[config.mk]
export PLATFORM = sky130hd
export DESIGN_NAME = hid_report_idle_scheduler
export DESIGN_NICKNAME = d
export VERILOG_FILES = /design/src/hris_pkg.sv /design/src/hris_fifo.sv /design/src/hris_ctrl.sv /design/src/hid_report_idle_scheduler.sv
export SDC_FILE = /design/constraint.sdc
export NUM_CORES = 1
export LEC_CHECK = 0
export ABC_AREA = 1
export BUFFER_PORTS_ARGS = -buffer_cell sky130_fd_sc_hd__clkbuf_2
export CAP_MARGIN = 20
export CORE_MARGIN = 2
export CORE_UTILIZATION = 35
export DETAILED_ROUTE_END_ITERATION = 16
export PLACE_DENSITY_LB_ADDON = 0.08
export SYNTH_ARGS = -nofsm -noshare
export SYNTH_HDL_FRONTEND = slang
export SYNTH_SLANG_ARGS = --single-unit
[constraint.sdc]
create_clock -name clk -period 13.5 [get_ports clk]
set_input_delay 1.35 -clock clk [delete_from_list [all_inputs] [get_ports clk]]
set_output_delay 1.35 -clock clk [all_outputs]
set_load 0.02 [all_outputs]
[src/hris_pkg.sv]
// Shared types and constants for the HID report idle scheduler.
package hris_pkg;

  localparam int REPORT_W  = 64;
  localparam int IDLE_MS_W = 10;

  localparam logic [IDLE_MS_W-1:0] IDLE_RESET_MS = 10'd500;
  localparam logic [7:0]           REQ_GET       = 8'hA1;
  localparam logic [7:0]           REQ_SET       = 8'h21;

  typedef enum logic [2:0] {
    FUNC_PUSH       = 3'd0,
    FUNC_TICK       = 3'd1,
    FUNC_POLL       = 3'd2,
    FUNC_SET_IDLE   = 3'd3,
    FUNC_GET_IDLE   = 3'd4,
    FUNC_GET_REPORT = 3'd5
  } func_t;

  typedef enum logic [1:0] {
    KIND_NONE      = 2'd0,
    KIND_INTERRUPT = 2'd1,
    KIND_CONTROL   = 2'd2,
    KIND_IDLE_CODE = 2'd3
  } kind_t;

  typedef struct packed {
    logic push;
    logic pop;
  } fifo_ctl_t;

  typedef struct packed {
    logic empty;
    logic full;
  } fifo_sts_t;

endpackage

[src/hris_fifo.sv]
// Report queue with a registered head entry.
module hris_fifo #(
  parameter int DEPTH = 8
) (
  input  logic                            clk,
  input  logic                            rst_n,
  input  hris_pkg::fifo_ctl_t             ctl,
  input  logic [hris_pkg::REPORT_W-1:0]   wr_data,
  output hris_pkg::fifo_sts_t             sts,
  output logic [hris_pkg::REPORT_W-1:0]   head
);
  import hris_pkg::*;

  localparam int AW = (DEPTH > 1) ? $clog2(DEPTH) : 1;
  localparam int CW = $clog2(DEPTH + 1);

  logic [REPORT_W-1:0] mem [DEPTH];
  logic [AW-1:0]       wr_ptr_r, wr_ptr_nxt;
  logic [AW-1:0]       rd_ptr_r, rd_ptr_nxt;
  logic [CW-1:0]       count_r, count_nxt;
  logic [REPORT_W-1:0] head_r;

  function automatic logic [AW-1:0] ptr_inc(input logic [AW-1:0] p);
    ptr_inc = (p == AW'(DEPTH - 1)) ? '0 : p + AW'(1);
  endfunction

  always_comb begin
    wr_ptr_nxt = ctl.push ? ptr_inc(wr_ptr_r) : wr_ptr_r;
    rd_ptr_nxt = ctl.pop  ? ptr_inc(rd_ptr_r) : rd_ptr_r;
    count_nxt  = count_r;
    if (ctl.push && !ctl.pop) begin
      count_nxt = count_r + CW'(1);
    end else if (ctl.pop && !ctl.push) begin
      count_nxt = count_r - CW'(1);
    end
  end

  always_ff @(posedge clk) begin
    if (!rst_n) begin
      wr_ptr_r <= '0;
      rd_ptr_r <= '0;
      count_r  <= '0;
    end else begin
      wr_ptr_r <= wr_ptr_nxt;
      rd_ptr_r <= rd_ptr_nxt;
      count_r  <= count_nxt;
    end
  end

  // Keep head_r equal to the entry at the read pointer; bypass a write into an empty queue.
  always_ff @(posedge clk) begin
    if (ctl.push) begin
      mem[wr_ptr_r] <= wr_data;
    end
    if (ctl.push && (wr_ptr_r == rd_ptr_nxt)) begin
      head_r <= wr_data;
    end else begin
      head_r <= mem[rd_ptr_nxt];
    end
  end

  assign sts.empty = (count_r == '0);
  assign sts.full  = (count_r == CW'(DEPTH));
  assign head      = head_r;

endmodule

[src/hris_ctrl.sv]
// Function decode, idle countdown and last-report state.
module hris_ctrl (
  input  logic                            clk,
  input  logic                            rst_n,
  input  logic                            fire,
  input  hris_pkg::func_t                 func,
  input  logic [hris_pkg::REPORT_W-1:0]   report_in,
  input  logic [7:0]                      request_type,
  input  logic [7:0]                      idle_value,
  input  logic                            in_ready,
  input  hris_pkg::fifo_sts_t             fifo_sts,
  input  logic [hris_pkg::REPORT_W-1:0]   fifo_head,
  output hris_pkg::fifo_ctl_t             fifo_ctl,
  output logic [hris_pkg::REPORT_W-1:0]   fifo_wr_data,
  output hris_pkg::kind_t                 res_kind,
  output logic [hris_pkg::REPORT_W-1:0]   res_report,
  output logic [7:0]                      res_code,
  output logic                            res_drop
);
  import hris_pkg::*;

  logic [REPORT_W-1:0]  last_report_r, last_report_nxt;
  logic [IDLE_MS_W-1:0] idle_ms_r, idle_ms_nxt;
  logic [IDLE_MS_W-1:0] idle_left_r, idle_left_nxt;
  logic                 send;

  assign fifo_wr_data = report_in;

  always_comb begin
    last_report_nxt = last_report_r;
    idle_ms_nxt     = idle_ms_r;
    idle_left_nxt   = idle_left_r;
    fifo_ctl        = '0;
    res_kind        = KIND_NONE;
    res_report      = '0;
    res_code        = '0;
    res_drop        = 1'b0;
    send            = 1'b0;
    unique case (func)
      FUNC_PUSH: begin
        if (fifo_sts.full) begin
          res_drop = 1'b1;
        end else begin
          fifo_ctl.push = fire;
        end
      end
      FUNC_TICK: begin
        if (idle_left_r != '0) begin
          idle_left_nxt = idle_left_r - IDLE_MS_W'(1);
        end
      end
      FUNC_POLL: begin
        if (in_ready) begin
          if (!fifo_sts.empty) begin
            fifo_ctl.pop = fire;
            if (fifo_head != last_report_r) begin
              last_report_nxt = fifo_head;
              send            = 1'b1;
            end
          end
          // Idle of zero disables the timed resend
          if ((idle_ms_r != '0) && (idle_left_r == '0)) begin
            send = 1'b1;
          end
          if (send) begin
            res_kind      = KIND_INTERRUPT;
            res_report    = last_report_nxt;
            idle_left_nxt = idle_ms_r;
          end
        end
      end
      FUNC_SET_IDLE: begin
        if (request_type == REQ_SET) begin
          idle_ms_nxt = {idle_value, 2'b00};
        end
      end
      FUNC_GET_IDLE: begin
        if (request_type == REQ_GET) begin
          res_kind = KIND_IDLE_CODE;
          res_code = idle_ms_r[IDLE_MS_W-1:2];
        end
      end
      FUNC_GET_REPORT: begin
        if (request_type == REQ_GET) begin
          res_kind   = KIND_CONTROL;
          res_report = last_report_r;
        end
      end
      default: begin
      end
    endcase
  end

  always_ff @(posedge clk) begin
    if (!rst_n) begin
      last_report_r <= '0;
      idle_ms_r     <= IDLE_RESET_MS;
      idle_left_r   <= '0;
    end else if (fire) begin
      last_report_r <= last_report_nxt;
      idle_ms_r     <= idle_ms_nxt;
      idle_left_r   <= idle_left_nxt;
    end
  end

endmodule

[src/hid_report_idle_scheduler.sv]
// Top level of the HID report idle scheduler: input register, control, queue, result register.
//
//   channel | dir | tdata (low bit up)                                    | tuser
//   in_     | in  | report_in[63:0] request_type[71:64] idle_value[79:72] | func[2:0]
//           |     | in_ready[80], zero pad to 88                          |
//   out_    | out | report_out[63:0] idle_code[71:64] dropped[72],        | result_kind[1:0]
//           |     | zero pad to 80                                        |
//
// One item per cycle while out_tready holds; each accepted item gives exactly one result.
// The item is processed as it moves from the input register into the result register.
// Reset clears the queue pointers, the countdown, the last report and sets idle to 500 ms.
// With the result register full and out_tready low, an item in the input register holds there and
// in_tready drops.
module hid_report_idle_scheduler #(
  parameter int FIFO_DEPTH = 8
) (
  input  logic        clk,
  input  logic        rst_n,
  input  logic        in_tvalid,
  output logic        in_tready,
  input  logic [87:0] in_tdata,   // report_in, request_type, idle_value, in_ready
  input  logic [2:0]  in_tuser,   // func
  output logic        out_tvalid,
  input  logic        out_tready,
  output logic [79:0] out_tdata,  // report_out, idle_code, dropped
  output logic [1:0]  out_tuser   // result_kind
);
  import hris_pkg::*;

  logic                s1_valid_r;
  func_t               s1_func_r;
  logic [REPORT_W-1:0] s1_report_r;
  logic [7:0]          s1_req_r;
  logic [7:0]          s1_idle_r;
  logic                s1_ready_r;
  logic                s1_fire;

  logic                out_valid_r;
  logic [79:0]         out_tdata_r;
  logic [1:0]          out_tuser_r;

  fifo_ctl_t           fifo_ctl;
  fifo_sts_t           fifo_sts;
  logic [REPORT_W-1:0] fifo_head;
  logic [REPORT_W-1:0] fifo_wr_data;
  kind_t               res_kind;
  logic [REPORT_W-1:0] res_report;
  logic [7:0]          res_code;
  logic                res_drop;

  assign s1_fire   = s1_valid_r && (!out_valid_r || out_tready);
  assign in_tready = !s1_valid_r || s1_fire;

  always_ff @(posedge clk) begin
    if (!rst_n) begin
      s1_valid_r <= 1'b0;
    end else if (in_tready) begin
      s1_valid_r <= in_tvalid;
    end
  end

  always_ff @(posedge clk) begin
    if (in_tready && in_tvalid) begin
      s1_func_r   <= func_t'(in_tuser);
      s1_report_r <= in_tdata[63:0];
      s1_req_r    <= in_tdata[71:64];
      s1_idle_r   <= in_tdata[79:72];
      s1_ready_r  <= in_tdata[80];
    end
  end

  hris_ctrl u_ctrl (
    .clk          (clk),
    .rst_n        (rst_n),
    .fire         (s1_fire),
    .func         (s1_func_r),
    .report_in    (s1_report_r),
    .request_type (s1_req_r),
    .idle_value   (s1_idle_r),
    .in_ready     (s1_ready_r),
    .fifo_sts     (fifo_sts),
    .fifo_head    (fifo_head),
    .fifo_ctl     (fifo_ctl),
    .fifo_wr_data (fifo_wr_data),
    .res_kind     (res_kind),
    .res_report   (res_report),
    .res_code     (res_code),
    .res_drop     (res_drop)
  );

  hris_fifo #(
    .DEPTH (FIFO_DEPTH)
  ) u_fifo (
    .clk     (clk),
    .rst_n   (rst_n),
    .ctl     (fifo_ctl),
    .wr_data (fifo_wr_data),
    .sts     (fifo_sts),
    .head    (fifo_head)
  );

  always_ff @(posedge clk) begin
    if (!rst_n) begin
      out_valid_r <= 1'b0;
    end else if (s1_fire) begin
      out_valid_r <= 1'b1;
    end else if (out_tready) begin
      out_valid_r <= 1'b0;
    end
  end

  always_ff @(posedge clk) begin
    if (s1_fire) begin
      out_tdata_r <= {7'd0, res_drop, res_code, res_report};
      out_tuser_r <= res_kind;
    end
  end

  assign out_tvalid = out_valid_r;
  assign out_tdata  = out_tdata_r;
  assign out_tuser  = out_tuser_r;

endmodule
==> results of run 1 <==
-- Yosys cell counts, drive strengths merged --
| cell type | n |
|---|---|
| o2111ai | 1 |
| inv | 457 |
| a211oi | 3 |
| ha | 8 |
| nand4 | 3 |
| fa | 1 |
| o211a | 1 |
| buf | 97 |
| xor2 | 4 |
| a31oi | 2 |
| clkbuf | 59 |
| or2 | 3 |
| and3 | 1 |
| nor2 | 236 |
| dfxtp | 97 |
| edfxtp | 671 |
| a21oi | 75 |
| nor3 | 15 |
| nand2 | 828 |
| a22oi | 2 |
| o21ai | 186 |
| o22ai | 64 |
| or4 | 1 |
| xnor2 | 1 |
| o211ai | 7 |
| conb | 1 |
| nand3 | 350 |
| clkinv | 1 |
| nor4 | 3 |
-- per-layer routing --
| metal | vias to the layer above | global-route usage, % | share of wire (%) |
|---|---|---|---|
| met5 | - | 0 | 0 |
| li1 | 10800 | - | - |
| met1 | 10800 | 25.9 | 46 |
| met3 | 133 | 2.81 | 4.4 |
| met2 | 551 | 32.1 | 47 |
| met4 | 0 | 5.25 | 2.3 |
-- final timing paths --
kind | to | slack [ps] | cells past startpoint
worst max-delay path | out_tdata[43] | 6900 | 20
worst min-delay path | u_ctrl.idle_left_r[9] | 470 | 2
worst max register to register | out_tdata[43] | 6900 | 20
worst min register to register | u_ctrl.idle_left_r[9] | 470 | 2
-- final cells by class --
cell class,instances,area [µm²],share of cell area (%)
inverters,458,1730,4.59
clock buffers,126,2470,6.54
well taps,1254,1570,4.16
multi-input cells,1802,8250,21.9
clock inverters,41,447,1.18
repair buffers,201,1150,3.05
flip-flops and latches,768,22100,58.6
-- flip-flops by register name (all words and copies together) (netlist names), 4 cells and up, named ones only --
name,cells
out_tdata,73
u_ctrl.idle_left_r,10
u_ctrl.idle_ms_r,8
u_fifo.mem,512
u_fifo.count_r,4
s1_report_r,64
s1_req_r,8
u_ctrl.last_report_r,64
s1_idle_r,8
-- logic make-up after synthesis --
| logic type | Yosys count | share of synthesized area (%) |
|---|---|---|
| compound gates | 341 | 6.33 |
| xor+xnor | 5 | 0.133 |
| other cells | 1 | 0.0114 |
| simple gates | 1440 | 17.9 |
| fa+ha+maj | 9 | 0.365 |
| buf+inv | 614 | 8.02 |
| flops | 768 | 67.2 |
-- power breakdown --
part / switching [mW] / total (mW) / internal (mW)
sequential: 0.0325 / 2.65 / 2.62
combinational: 0.116 / 0.163 / 0.0467
clock: 0.963 / 2.39 / 1.43
-- per-stage QoR --
step	area (µm²)	utilization (%)	setup slack (ps)	instances	power, mW
6_report	37700	40.5	6900	4650	5.20
5_1_grt	37700	40.5	6520	4650	5.39
4_1_cts	37700	40.4	6820	4648	5.28
3_5_place_dp	34700	37.3	6870	4481	2.86
3_3_place_gp	34700	37.3	6870	4481	2.86
2_1_floorplan	32900	-	6460	3184	2.79
-- tightest hold or removal path, cell delays in order (launching register included) --
cell	delay, ps
dfxtp_1	320
nor2_1	50
nor2_1	70
==> flow_summary.ini, run 1 <==
[run_status]
outcome = completed

[worst_setup_path]
critPathSlowestCell = dfxtp_4
crit_top_cell = nand2_1
critPathKind = flip-flop to flip-flop
critPathCaptureType = flip-flop
cp.required_ps = 13810
critPathBufInv = 3
critical-path-top-delay-family = simple AND/OR/NAND/NOR gates
startpoint_type = flip-flop
path_cells = buf_4, buf_4, nor2_1, nor2_1, nand2_1, nand3_1, nand2_1, nand2_1, nand2_1, nor2_1, nand2_1, nor2_1, nand2_1, nor2_1, nand2_1, nand2_1, nand2_1, nand2_4, buf_4, o22ai_1
cp.arrival_ps = 6910
worstPathMaxFanout = 84
max_stage_delay_ps = 850

[die]
design.die.area_um2 = 96400
rows = 112
start_util_pct = 35.3
core_um2 = 93200
num_io_pins = 179
die_y_um = 310
die_x_um = 310

[drt]
post_drt_wl_per_cell_um = 19.8
viasPerCell = 4.80
postRouteAntennaNets = 0
totalWireLength_um = 92000
vias = 22300
drtIter0Drc = 1519
route.detailed.drc = 0
firstDrtPassIters = 7

[timing]
hold_viol = 0
finalSetupViolCount = 0
tightestPinTransition_ps = 1050
fin_setup_tns_ps = 0
period_needed_ps = 6600
finalHoldWorstSlack_ps = 468
worst_clock_skew_ps = 21.7
finalCritPeriodShare_pct = 48.9
drv_slew = 0
slew_headroom_pct = 29.9
timing.fmax_ghz = 0.151
rsz0062_at_grt = no

[synthesis]
yosysUniqueCellTypes = 40
synth_area_um2 = 32900
ys_warn_count = 0
synth_largest_area_cell = edfxtp_1
ys_seq_elements = 768
syn_avg_cell_area_um2 = 10.3
netlist_instances = 3178
yosys-top-cells-area = edfxtp_1 61%, nand2_1 9.4%, dfxtp_1 5.9%
ys_seq_area_share_pct = 67.2
synth_top_area_share_pct = 61.3

[clock_tree]
clk_latency_ps = 650
clock_path_buffers = 3
cts.repair.resized = 0
hold_buffers = 0
cts_made_buffers = 89
clock_sinks = 768
cts_tree = yes
cts_root_buf = clkbuf_16
clkTransAtPathRegs_ps = 60
post_cts_buffers = 0
htreeDepth = 3

[cells_and_area]
syn2layout_area_growth_pct = 14.7
final_common_cell = nand2_1
fin_nets = 3424
drive_above_1_share_pct = 11.7
antennaDiodeCount = 0
fillers = 8845
final_cell_mix = 826 x nand2_1, 671 x edfxtp_1, 451 x inv_1

[power]
power_per_cell_area_nw_per_um2 = 138
p_leak_nw = 14.9
max-vdd-ir-drop_mv = 0.0937

[global_routing]
grt-ovfl-total = 0
grt_use_total_pct = 19.2
grt_pass1_vias = 21500
antenna_found_initial = 4
grt_pass1_wl_um = 136000
grt_start_max_net_pins = 106

[placement]
portBuffers = 164
routabilityCongestion = 0.752
dp_hpwl_um = 50900

[job]
cap_violations = 0

[hold_path]
min_from = u_ctrl.idle_left_r[9]
hp-class = flip-flop to flip-flop
(Power assumes the default switching activity.)
==> run 2: changes to the inputs <==
- clock period: 13.5 -> 5.73 ns (I/O delays scaled with it)
==> flow_summary.ini, run 2 (synthesis gave the netlist of run 1 again) <==
[cells_and_area]
fin_nets = 3432
regMostFlops = u_fifo.mem
largest_reg_flops = 512
syn2layout_area_growth_pct = 15.3
drive_above_1_share_pct = 12.0
stdcell_count = 4656
antennaDiodeCount = 0
final_cell_mix = 826 x nand2_1, 671 x edfxtp_1, 451 x inv_1
final_common_cell = nand2_1

[placement]
dp_hpwl_um = 51900
placed_cells = 4492
portBuffers = 164
routabilityCongestion = 0.757

[timing]
rsz0062_at_grt = no
drv_slew = 0
period_needed_ps = 4030
slew_headroom_pct = 29.4
worst_clock_skew_ps = 32.5
finalSetupViolCount = 0
hold_viol = 0
tightestPinTransition_ps = 1060
timing.fmax_ghz = 0.248
finalCritPeriodShare_pct = 70.2

[drt]
firstDrtPassIters = 6
totalWireLength_um = 92400
route.detailed.drc = 0
vias = 22300
post_drt_wl_per_cell_um = 19.8
postRouteAntennaNets = 0
drtIter0Drc = 1579
viasPerCell = 4.80

[power]
p_leak_nw = 15.0
p_total_mw = 12.3
power_per_cell_area_nw_per_um2 = 325
max-vdd-ir-drop_mv = 0.227

[worst_setup_path]
cp.required_ps = 6080
worstPathMaxFanout = 76
critPathCaptureType = flip-flop
critPathBufInv = 3
path_cells = inv_6, buf_12, nand2_1, nand3_1, nand3_1, nand3_1, nand2_1, nor2_1, nand2_1, nor2_1, nand2_1, nor2_1, nand2_1, nand2_1, nand2_1, nand2_4, buf_4, o22ai_1
startpoint_type = flip-flop
critical-path-top-delay-family = simple AND/OR/NAND/NOR gates
max_stage_delay_ps = 460
crit_top_cell = nand2_1
cp.arrival_ps = 4370
critPathSlowestCell = inv_6
critPathKind = flip-flop to flip-flop

[job]
cap_violations = 0

[global_routing]
grt_pass1_wl_um = 136000
grt_start_max_net_pins = 167
grt-ovfl-total = 0
grt_use_total_pct = 19.2
grt_pass1_vias = 21300
antenna_found_initial = 2

[die]
die_x_um = 310
design.die.area_um2 = 96400
rows = 112
core_um2 = 93200
num_io_pins = 179
die_y_um = 310
start_util_pct = 35.3

[clock_tree]
clkTransAtPathRegs_ps = 60
clk_latency_ps = 650
cts_made_buffers = 88
clock_path_buffers = 3
cts_root_buf = clkbuf_16
htreeDepth = 3
hold_buffers = 0
cts.repair.resized = 0
post_cts_buffers = 0
clock_sinks = 768
cts_tree = yes

[hold_path]
hp-class = input pin to flip-flop

[run_status]
outcome = completed
==> run 2: cell types whose count changed in the layout (fill, tap and decap cells not counted), moves of 2 or more <==
cell | before | now
clkinv_2 | 13 | 17
clkinvlp_4 | 2 | 4
nor3_4 | 0 | 3
clkbuf_16 | 89 | 92
clkbuf_1 | 27 | 24
buf_12 | 1 | 12
nor3_2 | 6 | 3
clkbuf_8 | 10 | 6
buf_16 | 2 | 0
inv_6 | 7 | 3
==> run 2: final cells by class <==
type                       count  area [µm²]
tap                         1254        1570
timing repair buffer         210        1320
fill                        8958       55300
inverter                     458        1740
multi-input combinational   1802        8270
sequential                   768       22100
clock buffer                 122        2470
clock inverter                42         453
==> run 2: metal layers <==
layer	up-vias	part of all wire [%]	global-route usage, %
li1	10800	-	-
met1	10900	45	25.8
met2	514	48	32.7
met3	132	4.1	2.42
met4	0	2.4	5.25
met5	-	0	0
==> run 2: where the power goes <==
group          switching (mW)  leakage, nW  internal (mW)
logic                   0.276         6.64          0.108
registers              0.0792         6.89           6.16
clock network            2.26         1.43           3.42
total                    2.62         15.0           9.69
==> run 2: worst paths after layout <==
| kind | startpoint | cells after the start | slack, ps | endpoint |
|---|---|---|---|---|
| setup reg to reg | flip-flop | 18 | 1700 | out_tdata[49] |
| hold reg to reg | s1_idle_r[6] | 2 | 470 | u_ctrl.idle_ms_r[8] |
| setup / recovery | flip-flop | 18 | 1700 | out_tdata[49] |
| hold / removal | in_tdata[3] | 1 | 100 | s1_report_r[3] |
==> run 2: per-stage QoR <==
| stage | worst slack, ps | instance area, µm² | setup TNS (ps) | hold slack, ps | utilization, % |
|---|---|---|---|---|---|
| floorplan | -535 | 32900 | -102700 | 439 | - |
| global placement | 1590 | 35000 | 0 | 453 | 37.6 |
| detailed placement | 1600 | 35000 | 0 | 460 | 37.6 |
| CTS | 1570 | 37900 | 0 | 57.4 | 40.7 |
| global route | 1370 | 37900 | 0 | 76.2 | 40.7 |
| finish | 1700 | 37900 | 0 | 101 | 40.7 |
